[config.mk]
export PLATFORM = sky130hd
export DESIGN_NAME = priority_inheritance_mutex_top
export DESIGN_NICKNAME = d
export VERILOG_FILES = /design/src/hdl/pim_pkg.sv /design/src/hdl/priority_inheritance_mutex_top.sv /design/src/hdl/pim_ram.sv
export SDC_FILE = /design/constraint.sdc
export NUM_CORES = 1
export LEC_CHECK = 0
export BUFFER_PORTS_ARGS = -buffer_cell sky130_fd_sc_hd__buf_2
export CORE_UTILIZATION = 60
export CTS_CLUSTER_DIAMETER = 120
export DETAILED_ROUTE_END_ITERATION = 12
export GPL_ROUTABILITY_DRIVEN = 0
export HOLD_SLACK_MARGIN = 0.1
export PLACE_DENSITY = 0.9
export SLEW_MARGIN = 5
export SYNTH_ARGS = -nofsm -noshare
export SYNTH_HDL_FRONTEND = slang
export SYNTH_SLANG_ARGS = --single-unit
[constraint.sdc]
create_clock -name clock -period 5.26 [get_ports clock]
set_input_delay 0.263 -clock clock [delete_from_list [all_inputs] [get_ports clock]]
set_output_delay 0.263 -clock clock [all_outputs]
set_load 0.03 [all_outputs]
[src/hdl/pim_pkg.sv]
// Shared types and fixed field widths for the priority inheritance mutex.
// No dependencies; used by the top level.
package pim_pkg;

   // Fixed widths of the transaction fields
   localparam int KIND_W     = 2;
   localparam int TASK_REQ_W = 3;
   localparam int PRIO_REQ_W = 4;
   localparam int STATUS_W   = 3;
   localparam int TASK_OUT_W = 4;
   localparam int PRIO_OUT_W = 4;

   typedef enum logic [KIND_W-1:0] {
      OP_ACQUIRE = 2'd0,
      OP_TRY     = 2'd1,
      OP_RELEASE = 2'd2,
      OP_WRITE   = 2'd3
   } op_type;

   typedef enum logic [STATUS_W-1:0] {
      ST_ACQUIRED  = 3'd0,
      ST_ALREADY   = 3'd1,
      ST_BLOCKED   = 3'd2,
      ST_FREED     = 3'd3,
      ST_HANDED    = 3'd4,
      ST_NOT_OWNER = 3'd5,
      ST_BUSY      = 3'd6,
      ST_WRITTEN   = 3'd7
   } status_type;

   typedef enum logic [2:0] {
      S_IDLE,
      S_RD_TASK,
      S_RD_OWNER,
      S_EXEC,
      S_SCAN,
      S_FINISH,
      S_DONE
   } state_type;

endpackage

[src/hdl/priority_inheritance_mutex_top.sv]
// Top level of the priority inheritance mutex: sequencer, lock state and scan.
// Depends on pim_pkg and pim_ram (task priority table).
//
// Usage:
//   The req_ channel carries one operation per transaction: acquire, try-acquire,
//   release or a task priority write. The rsp_ channel returns exactly one result
//   transaction per request with status, owner, woken task, owner and caller
//   priorities and a reschedule flag.
//   The sequencer reads the caller's and then the owner's priority, executes the
//   operation and loads the result. A release by the owner adds a scan of the
//   waiters' priorities through the single read port of the priority table RAM,
//   one entry per cycle, with one shared comparator picking the winner.
//   The sequencer takes a new request only once it is through with the last one;
//   req_ready is high only while the sequencer is idle.
//   The result sits in an output register; the next request is accepted while
//   it waits. If the receiver stalls, the following result is held back in the
//   sequencer until the output register frees up.
//   Reset: the lock is unowned, there are no waiters and every task priority
//   reads as zero (per-entry valid bits, no clearing pass).
module priority_inheritance_mutex_top #(
   parameter int TASKS     = 8,
   parameter int PRIO_BITS = 4
) (
   input  logic                              clock,
   input  logic                              reset,
   input  logic                              req_valid,
   output logic                              req_ready,
   input  logic [pim_pkg::KIND_W-1:0]        req_kind,
   input  logic [pim_pkg::TASK_REQ_W-1:0]    req_task_req,
   input  logic [pim_pkg::PRIO_REQ_W-1:0]    req_priority_req,
   output logic                              rsp_valid,
   input  logic                              rsp_ready,
   output logic [pim_pkg::STATUS_W-1:0]      rsp_status,
   output logic [pim_pkg::TASK_OUT_W-1:0]    rsp_owner,
   output logic [pim_pkg::TASK_OUT_W-1:0]    rsp_woken_task,
   output logic [pim_pkg::PRIO_OUT_W-1:0]    rsp_owner_priority,
   output logic [pim_pkg::PRIO_OUT_W-1:0]    rsp_caller_priority,
   output logic                              rsp_reschedule
);

   localparam int IW = $clog2(TASKS);
   localparam int TW = $clog2(TASKS + 1);
   localparam logic [TW-1:0] NO_TASK = TW'(TASKS);

   // Reduce the request's task index into range
   function automatic logic [IW-1:0] task_mod(input logic [pim_pkg::TASK_REQ_W-1:0] t);
      int v;
      v = int'(t);
      for (int k = 0; k < 4; k++) begin
         if (v >= TASKS) begin
            v = v - TASKS;
         end
      end
      return IW'(v);
   endfunction

   pim_pkg::state_type  state_ff, state_in;
   pim_pkg::op_type     kind_ff, kind_in;
   pim_pkg::status_type status_ff, status_in;

   logic [IW-1:0]        task_ff, task_in;
   logic [PRIO_BITS-1:0] prio_ff, prio_in;
   logic [TW-1:0]        owner_ff, owner_in;
   logic [PRIO_BITS-1:0] saved_ff, saved_in;
   logic [TASKS-1:0]     waiter_ff, waiter_in;
   logic [TASKS-1:0]     valid_ff, valid_in;
   logic                 rd_ok_ff, rd_ok_in;
   logic [PRIO_BITS-1:0] p_task_ff, p_task_in;
   logic [PRIO_BITS-1:0] p_own_ff, p_own_in;
   logic [TW-1:0]        best_ff, best_in;
   logic [PRIO_BITS-1:0] best_p_ff, best_p_in;
   logic [TW-1:0]        cnt_ff, cnt_in;
   logic [TW-1:0]        woken_ff, woken_in;
   logic                 resched_ff, resched_in;

   logic                 rsp_valid_ff, rsp_valid_in;
   pim_pkg::status_type  rsp_status_ff, rsp_status_in;
   logic [pim_pkg::TASK_OUT_W-1:0] rsp_owner_ff, rsp_owner_in;
   logic [pim_pkg::TASK_OUT_W-1:0] rsp_woken_ff, rsp_woken_in;
   logic [pim_pkg::PRIO_OUT_W-1:0] rsp_own_prio_ff, rsp_own_prio_in;
   logic [pim_pkg::PRIO_OUT_W-1:0] rsp_call_prio_ff, rsp_call_prio_in;
   logic                           rsp_resched_ff, rsp_resched_in;

   // Table RAM control and shared comparator
   logic                 wr_en;
   logic [IW-1:0]        wr_addr;
   logic [PRIO_BITS-1:0] wr_data;
   logic [IW-1:0]        rd_addr;
   logic [PRIO_BITS-1:0] rd_data;
   logic [PRIO_BITS-1:0] rd_val;
   logic [PRIO_BITS-1:0] cmp_a, cmp_b;
   logic                 cmp_gt;

   logic                 owned;
   logic                 is_owner;
   logic [PRIO_BITS-1:0] p_own_cur;
   logic [TW-1:0]        cnt_prev;
   logic [IW-1:0]        scan_idx;
   logic                 out_free;

   pim_ram #(
      .WIDTH (PRIO_BITS),
      .DEPTH (TASKS)
   ) u_prio_ram (
      .clock   (clock),
      .wr_en   (wr_en),
      .wr_addr (wr_addr),
      .wr_data (wr_data),
      .rd_addr (rd_addr),
      .rd_data (rd_data)
   );

   // Entries never written read as zero
   assign rd_val    = rd_ok_ff ? rd_data : '0;
   assign owned     = (owner_ff != NO_TASK);
   assign is_owner  = (owner_ff == TW'(task_ff));
   assign p_own_cur = owned ? rd_val : '0;
   assign cnt_prev  = cnt_ff - TW'(1);
   assign scan_idx  = cnt_prev[IW-1:0];
   assign out_free  = !rsp_valid_ff || rsp_ready;
   assign cmp_gt    = (cmp_a > cmp_b);

   // Next state
   always_comb begin
      state_in = state_ff;
      case (state_ff)
         pim_pkg::S_IDLE: begin
            if (req_valid) begin
               state_in = pim_pkg::S_RD_TASK;
            end
         end
         pim_pkg::S_RD_TASK:  state_in = pim_pkg::S_RD_OWNER;
         pim_pkg::S_RD_OWNER: state_in = pim_pkg::S_EXEC;
         pim_pkg::S_EXEC: begin
            if (kind_ff == pim_pkg::OP_RELEASE && is_owner) begin
               state_in = pim_pkg::S_SCAN;
            end else begin
               state_in = pim_pkg::S_DONE;
            end
         end
         pim_pkg::S_SCAN: begin
            if (cnt_ff == TW'(TASKS)) begin
               state_in = pim_pkg::S_FINISH;
            end
         end
         pim_pkg::S_FINISH: state_in = pim_pkg::S_DONE;
         pim_pkg::S_DONE: begin
            if (out_free) begin
               state_in = pim_pkg::S_IDLE;
            end
         end
         default: state_in = pim_pkg::S_IDLE;
      endcase
   end

   // Sequencer outputs: handshake, RAM ports, comparator operands
   always_comb begin
      req_ready = 1'b0;
      rd_addr   = '0;
      wr_en     = 1'b0;
      wr_addr   = task_ff;
      wr_data   = prio_ff;
      cmp_a     = p_task_ff;
      cmp_b     = p_own_cur;
      case (state_ff)
         pim_pkg::S_IDLE: req_ready = 1'b1;
         pim_pkg::S_RD_TASK: rd_addr = task_ff;
         pim_pkg::S_RD_OWNER: begin
            if (owned) begin
               rd_addr = owner_ff[IW-1:0];
            end
         end
         pim_pkg::S_EXEC: begin
            case (kind_ff)
               pim_pkg::OP_WRITE: wr_en = 1'b1;
               pim_pkg::OP_ACQUIRE: begin
                  // Boost the owner to a higher-ranked blocked caller
                  if (owned && !is_owner && cmp_gt) begin
                     wr_en   = 1'b1;
                     wr_addr = owner_ff[IW-1:0];
                     wr_data = p_task_ff;
                  end
               end
               pim_pkg::OP_RELEASE: begin
                  // Restore the releasing owner's priority
                  if (is_owner) begin
                     wr_en   = 1'b1;
                     wr_data = saved_ff;
                  end
               end
               default: wr_en = 1'b0;
            endcase
         end
         pim_pkg::S_SCAN: begin
            if (cnt_ff < TW'(TASKS)) begin
               rd_addr = cnt_ff[IW-1:0];
            end
            cmp_a = rd_val;
            cmp_b = best_p_ff;
         end
         pim_pkg::S_FINISH: begin
            cmp_a = best_p_ff;
            cmp_b = p_task_ff;
         end
         default: req_ready = 1'b0;
      endcase
   end

   // Lock state and scratch datapath
   always_comb begin
      kind_in    = kind_ff;
      task_in    = task_ff;
      prio_in    = prio_ff;
      owner_in   = owner_ff;
      saved_in   = saved_ff;
      waiter_in  = waiter_ff;
      p_task_in  = p_task_ff;
      p_own_in   = p_own_ff;
      best_in    = best_ff;
      best_p_in  = best_p_ff;
      cnt_in     = cnt_ff;
      woken_in   = woken_ff;
      resched_in = resched_ff;
      status_in  = status_ff;
      valid_in   = valid_ff | (wr_en ? (TASKS'(1) << wr_addr) : '0);
      rd_ok_in   = valid_ff[rd_addr];

      case (state_ff)
         pim_pkg::S_IDLE: begin
            if (req_valid) begin
               kind_in = pim_pkg::op_type'(req_kind);
               task_in = task_mod(req_task_req);
               prio_in = PRIO_BITS'(req_priority_req);
            end
         end
         pim_pkg::S_RD_OWNER: p_task_in = rd_val;
         pim_pkg::S_EXEC: begin
            p_own_in   = p_own_cur;
            woken_in   = NO_TASK;
            resched_in = 1'b0;
            cnt_in     = '0;
            best_in    = NO_TASK;
            best_p_in  = '0;
            case (kind_ff)
               pim_pkg::OP_ACQUIRE, pim_pkg::OP_TRY: begin
                  if (!owned) begin
                     owner_in  = TW'(task_ff);
                     saved_in  = p_task_ff;
                     p_own_in  = p_task_ff;
                     status_in = pim_pkg::ST_ACQUIRED;
                  end else if (kind_ff == pim_pkg::OP_TRY) begin
                     status_in = pim_pkg::ST_BUSY;
                  end else if (is_owner) begin
                     status_in = pim_pkg::ST_ALREADY;
                  end else begin
                     if (cmp_gt) begin
                        p_own_in = p_task_ff;
                     end
                     waiter_in = waiter_ff | (TASKS'(1) << task_ff);
                     status_in = pim_pkg::ST_BLOCKED;
                  end
               end
               pim_pkg::OP_RELEASE: begin
                  if (!is_owner) begin
                     status_in = pim_pkg::ST_NOT_OWNER;
                  end else begin
                     p_task_in = saved_ff;
                  end
               end
               default: begin
                  p_task_in = prio_ff;
                  if (is_owner) begin
                     p_own_in = prio_ff;
                  end
                  status_in = pim_pkg::ST_WRITTEN;
               end
            endcase
         end
         pim_pkg::S_SCAN: begin
            // Keep the highest waiter, the lowest index winning ties
            if (cnt_ff != '0) begin
               if (waiter_ff[scan_idx] && (best_ff == NO_TASK || cmp_gt)) begin
                  best_in   = TW'(scan_idx);
                  best_p_in = rd_val;
               end
            end
            if (cnt_ff < TW'(TASKS)) begin
               cnt_in = cnt_ff + TW'(1);
            end
         end
         pim_pkg::S_FINISH: begin
            if (best_ff == NO_TASK) begin
               owner_in  = NO_TASK;
               p_own_in  = '0;
               status_in = pim_pkg::ST_FREED;
            end else begin
               // The winner ranks at least as high as all remaining waiters: no boost needed
               waiter_in  = waiter_ff & ~(TASKS'(1) << best_ff[IW-1:0]);
               owner_in   = best_ff;
               saved_in   = best_p_ff;
               p_own_in   = best_p_ff;
               woken_in   = best_ff;
               resched_in = cmp_gt;
               status_in  = pim_pkg::ST_HANDED;
            end
         end
         default: cnt_in = cnt_ff;
      endcase
   end

   // Output register: drop on acceptance, load from the sequencer when free
   always_comb begin
      rsp_valid_in     = rsp_valid_ff && !rsp_ready;
      rsp_status_in    = rsp_status_ff;
      rsp_owner_in     = rsp_owner_ff;
      rsp_woken_in     = rsp_woken_ff;
      rsp_own_prio_in  = rsp_own_prio_ff;
      rsp_call_prio_in = rsp_call_prio_ff;
      rsp_resched_in   = rsp_resched_ff;
      if (state_ff == pim_pkg::S_DONE && out_free) begin
         rsp_valid_in     = 1'b1;
         rsp_status_in    = status_ff;
         rsp_owner_in     = pim_pkg::TASK_OUT_W'(owner_ff);
         rsp_woken_in     = pim_pkg::TASK_OUT_W'(woken_ff);
         rsp_own_prio_in  = pim_pkg::PRIO_OUT_W'(p_own_ff);
         rsp_call_prio_in = pim_pkg::PRIO_OUT_W'(p_task_ff);
         rsp_resched_in   = resched_ff;
      end
   end

   // Control registers
   always_ff @(posedge clock) begin
      if (reset) begin
         state_ff     <= pim_pkg::S_IDLE;
         owner_ff     <= NO_TASK;
         saved_ff     <= '0;
         waiter_ff    <= '0;
         valid_ff     <= '0;
         rsp_valid_ff <= 1'b0;
      end else begin
         state_ff     <= state_in;
         owner_ff     <= owner_in;
         saved_ff     <= saved_in;
         waiter_ff    <= waiter_in;
         valid_ff     <= valid_in;
         rsp_valid_ff <= rsp_valid_in;
      end
   end

   // Payload and scratch registers
   always_ff @(posedge clock) begin
      kind_ff          <= kind_in;
      task_ff          <= task_in;
      prio_ff          <= prio_in;
      rd_ok_ff         <= rd_ok_in;
      p_task_ff        <= p_task_in;
      p_own_ff         <= p_own_in;
      best_ff          <= best_in;
      best_p_ff        <= best_p_in;
      cnt_ff           <= cnt_in;
      woken_ff         <= woken_in;
      resched_ff       <= resched_in;
      status_ff        <= status_in;
      rsp_status_ff    <= rsp_status_in;
      rsp_owner_ff     <= rsp_owner_in;
      rsp_woken_ff     <= rsp_woken_in;
      rsp_own_prio_ff  <= rsp_own_prio_in;
      rsp_call_prio_ff <= rsp_call_prio_in;
      rsp_resched_ff   <= rsp_resched_in;
   end

   assign rsp_valid           = rsp_valid_ff;
   assign rsp_status          = rsp_status_ff;
   assign rsp_owner           = rsp_owner_ff;
   assign rsp_woken_task      = rsp_woken_ff;
   assign rsp_owner_priority  = rsp_own_prio_ff;
   assign rsp_caller_priority = rsp_call_prio_ff;
   assign rsp_reschedule      = rsp_resched_ff;

   // The owner is never queued as a waiter
   a_owner_not_waiting: assert property (@(posedge clock) disable iff (reset)
      owned |-> !waiter_ff[owner_ff[IW-1:0]])
      else $error("owner found in waiter map");

   // No waiters while the lock is free
   a_free_no_waiters: assert property (@(posedge clock) disable iff (reset)
      !owned |-> (waiter_ff == '0))
      else $error("waiters pending on a free lock");

   // A handover result names the new owner as the woken task
   a_handover_woken: assert property (@(posedge clock) disable iff (reset)
      (rsp_valid_ff && rsp_status_ff == pim_pkg::ST_HANDED) |->
         (rsp_woken_ff == rsp_owner_ff))
      else $error("woken task differs from new owner");

   // Only a handover wakes a task or asks for a reschedule
   a_wake_only_on_handover: assert property (@(posedge clock) disable iff (reset)
      (rsp_valid_ff && rsp_status_ff != pim_pkg::ST_HANDED) |->
         (rsp_woken_ff == pim_pkg::TASK_OUT_W'(NO_TASK) && !rsp_resched_ff))
      else $error("wake or reschedule outside a handover");

endmodule

[src/hdl/pim_ram.sv]
// Generic single-write, single-read RAM with a registered read port.
// No dependencies.
module pim_ram #(
   parameter int WIDTH = 4,
   parameter int DEPTH = 8
) (
   input  logic                     clock,
   input  logic                     wr_en,
   input  logic [$clog2(DEPTH)-1:0] wr_addr,
   input  logic [WIDTH-1:0]         wr_data,
   input  logic [$clog2(DEPTH)-1:0] rd_addr,
   output logic [WIDTH-1:0]         rd_data
);

   logic [WIDTH-1:0] mem_ff [DEPTH];
   logic [WIDTH-1:0] rd_data_ff;

   // Write, and register the read (old data on a same-address write)
   always_ff @(posedge clock) begin
      if (wr_en) begin
         mem_ff[wr_addr] <= wr_data;
      end
      rd_data_ff <= mem_ff[rd_addr];
   end

   assign rd_data = rd_data_ff;

endmodule
==> impl_metrics.ini <==
[timing]
slew_violations = 0
hold_ws_ns = 0.204
setup_tns_ns = 0
timing.slew.headroom_pct = 32.6
fmax_mhz = 251
min_period_over_period_pct = 75.7
finalCriticalPeriod_ns = 3.98
tightestPinTransition_ns = 1.01
finalSetupViolCount = 0
grt_setup_unrepaired = false
hold_violations = 0
skew_ns = 0.00852

[place]
post_dp_cell_area_sq_um = 5820
io_buffers = 34
hpwl_um = 9140

[global_route]
gr-usage-all-layers_pct = 30.8
grt_pass1_vias = 4148
gr-total-overflow = 0
antenna_found_initial = 1
grt_max_degree = 33
grt_pass1_wl_um = 22200

[clocking]
clk_latency_ns = 0.53
numCtsBuffers = 17
clock_path_buffers = 2
tritoncts = built
cts.clk_slew.worst_paths_ns = 0.06
root_buffer = clkbuf_8
cts_resized = 0
clock-sinks = 122
cts_max_level = 4

[min_path]
min_path_cells = 2
min_from = reset
hp-class = input port to register
min_delay_worst_endpoint = state_ff[2]

[pwr]
vdd.ir_drop.worst_mv = 0.242
p_leak_nw = 2.32
power_mw = 2.50
p_per_area_nw_per_um2 = 383

[synth]
synth_warnings = 0
synth_area_sq_um = 5640
synthArstFlopShare_pct = 0
syn_nets = 475
yosys_register_bits = 122
synth_edf_count = 89
synthTopCellsByArea = edfxtp_1 (47%), dfxtp_1 (12%), mux4_2 (4.8%)
yosysTopAreaCell = edfxtp_1
synthCells = 456
synth_top_area_share_pct = 47.4
synth_cell_types = 64
postSynthAreaPerCell_sq_um = 12.4
yosysSeqAreaShare_pct = 59.1
synth-main-ff-cell = edfxtp_1

[layout]
drive_gt1_share_pct = 20.5
nNetsFinal = 513
n_fill_cell = 581
fin_util_pct = 71.1
area_delta_synth_final_pct = 15.8
design_area_sq_um = 6540

[worst_setup_path]
crit_arrival_ns = 4.13
cp-end-kind = register
r2r_slack_ns = 1.28
critPathLaunchType = register
worstRegToRegCells = 7
crit_required_ns = 5.41
r2r_end = u_prio_ram.mem_ff[4][1]
crit_type = register to register
r2r-start = owner_ff[0]
crit_fanout = 11

[drt]
ant_nets = 0
drtIter0Drc = 446
drt-wirelength-per-cell_um = 22.7
vias = 4244
wl_um = 14100
dr.pass1.iters = 5
vias_per_cell = 6.86
drc = 0

[floorplanning]
std_cell_rows = 35
die_h_um = 99.0
io_pins = 35
dieWidth_um = 99.0
fp.dieArea_sq_um = 9800
initial_core_util_pct = 61.4
core-area_sq_um = 9200

[job]
drv_cap = 0

[run_status]
status = finished, final reports clean
registers in the layout, indices dropped and copies added (netlist names), 4 cells and up:
signal and cells:
u_prio_ram.mem_ff 32, valid_ff 8, waiter_ff 8, best_ff 4, best_p_ff 4, cnt_ff 4
owner_ff 4, p_own_ff 4, p_task_ff 4, prio_ff 4, rsp_caller_priority 4, rsp_owner 4
rsp_owner_priority 4, rsp_woken_task 4, saved_ff 4, u_prio_ram.rd_data 4, woken_ff 4
layout make-up:
class / count / area, sq um / share of cell area [%]
Sequential cell: 122 / 3330 / 51.0
Multi-Input combinational cell: 295 / 2130 / 32.6
Clock buffer: 18 / 428 / 6.55
Inverter: 12 / 45.0 / 0.689
Tap cell: 111 / 139 / 2.13
Antenna cell: 1 / 2.50 / 0.0383
Timing Repair Buffer: 46 / 288 / 4.40
Clock inverter: 14 / 170 / 2.60
metal layers:
| metal | wire, um | vias up | global-route usage, % |
|---|---|---|---|
| li1 | - | 1822 | - |
| met1 | 5070 | 1987 | 39.2 |
| met2 | 6660 | 350 | 47.1 |
| met3 | 1730 | 85 | 9.43 |
| met4 | 606 | 0 | 17.2 |
| met5 | 0 | - | 0 |
metrics by stage:
step           cells  setup slack, ns
3_3_place_gp     575             1.67
2_1_floorplan    456             2.07
4_1_cts          618             1.34
6_report         619             1.28
5_1_grt          618             1.03
3_5_place_dp     575             1.45
cell families after synthesis:
family	Yosys count	share of synthesized area, %
simple gates	151	13.9
flops	122	59.1
compound gates	100	13.1
buf+inv	39	3.21
mux	32	8.49
xor+xnor	6	0.931
fa+ha+maj	6	1.33
Yosys cell counts, drive strengths merged (6+ instances only):
master and number:
a21oi 27, a31oi 9, buf 8, clkbuf 19
dfxtp 33, edfxtp 89, ha 6, inv 12
mux2 7, mux2i 13, mux4 12, nand2 35
nand2b 7, nand3 8, nor2 43, nor2b 8
nor3 12, o21ai 16
what timing repair did:
item                                    CTS  global route
endpoints found under the setup margin    0             0
hold buffers                             11             0
hold endpoints to repair                 12             0
buffers inserted                          0             0
critical path, stage by stage, from the launching register on:
cell,delay [ns]
dfxtp_1,0.44
nor4b_2,0.84
nor2_1,0.22
a21oi_1,0.24
ha_1,0.27
and4_1,0.26
a2111o_1,0.52
o32ai_1,0.82
worst max path at each step:
stage / startpoint / to / cells after the start
2_1_floorplan: owner_ff[0] / u_prio_ram.mem_ff[4][0] / 9
4_1_cts: owner_ff[0] / u_prio_ram.mem_ff[4][1] / 7
5_1_grt: owner_ff[0] / u_prio_ram.mem_ff[4][1] / 7
3_5_place_dp: owner_ff[0] / u_prio_ram.mem_ff[4][1] / 7
6_report: owner_ff[0] / u_prio_ram.mem_ff[4][1] / 7
3_3_place_gp: owner_ff[0] / u_prio_ram.mem_ff[6][1] / 8
power breakdown:
| part | internal, mW | switching [mW] | leakage [nW] |
|---|---|---|---|
| sequential | 1.07 | 0.0537 | 1.07 |
| combinational | 0.0839 | 0.125 | 0.951 |
| clock | 0.735 | 0.434 | 0.291 |
cells in the final DEF (no fill, tap or decap), types with 5 or more instances in the layout:
master,Yosys,final
inv_1,12,12
clkbuf_16,0,16
nand2b_1,7,7
a31oi_1,9,9
nand2_1,35,35
nor2_1,42,42
dfxtp_1,33,33
ha_1,6,6
mux4_2,12,12
edfxtp_1,89,89
mux2_2,7,7
dlygate4sd3_1,0,11
and3_1,5,5
a22oi_1,5,5
o21ai_0,16,16
nor3_1,12,12
mux2i_1,13,13
buf_2,1,34
nand3_1,8,8
nor2b_1,8,8
a21oi_1,27,27
Note: power is estimated with default switching activity, not from simulation.
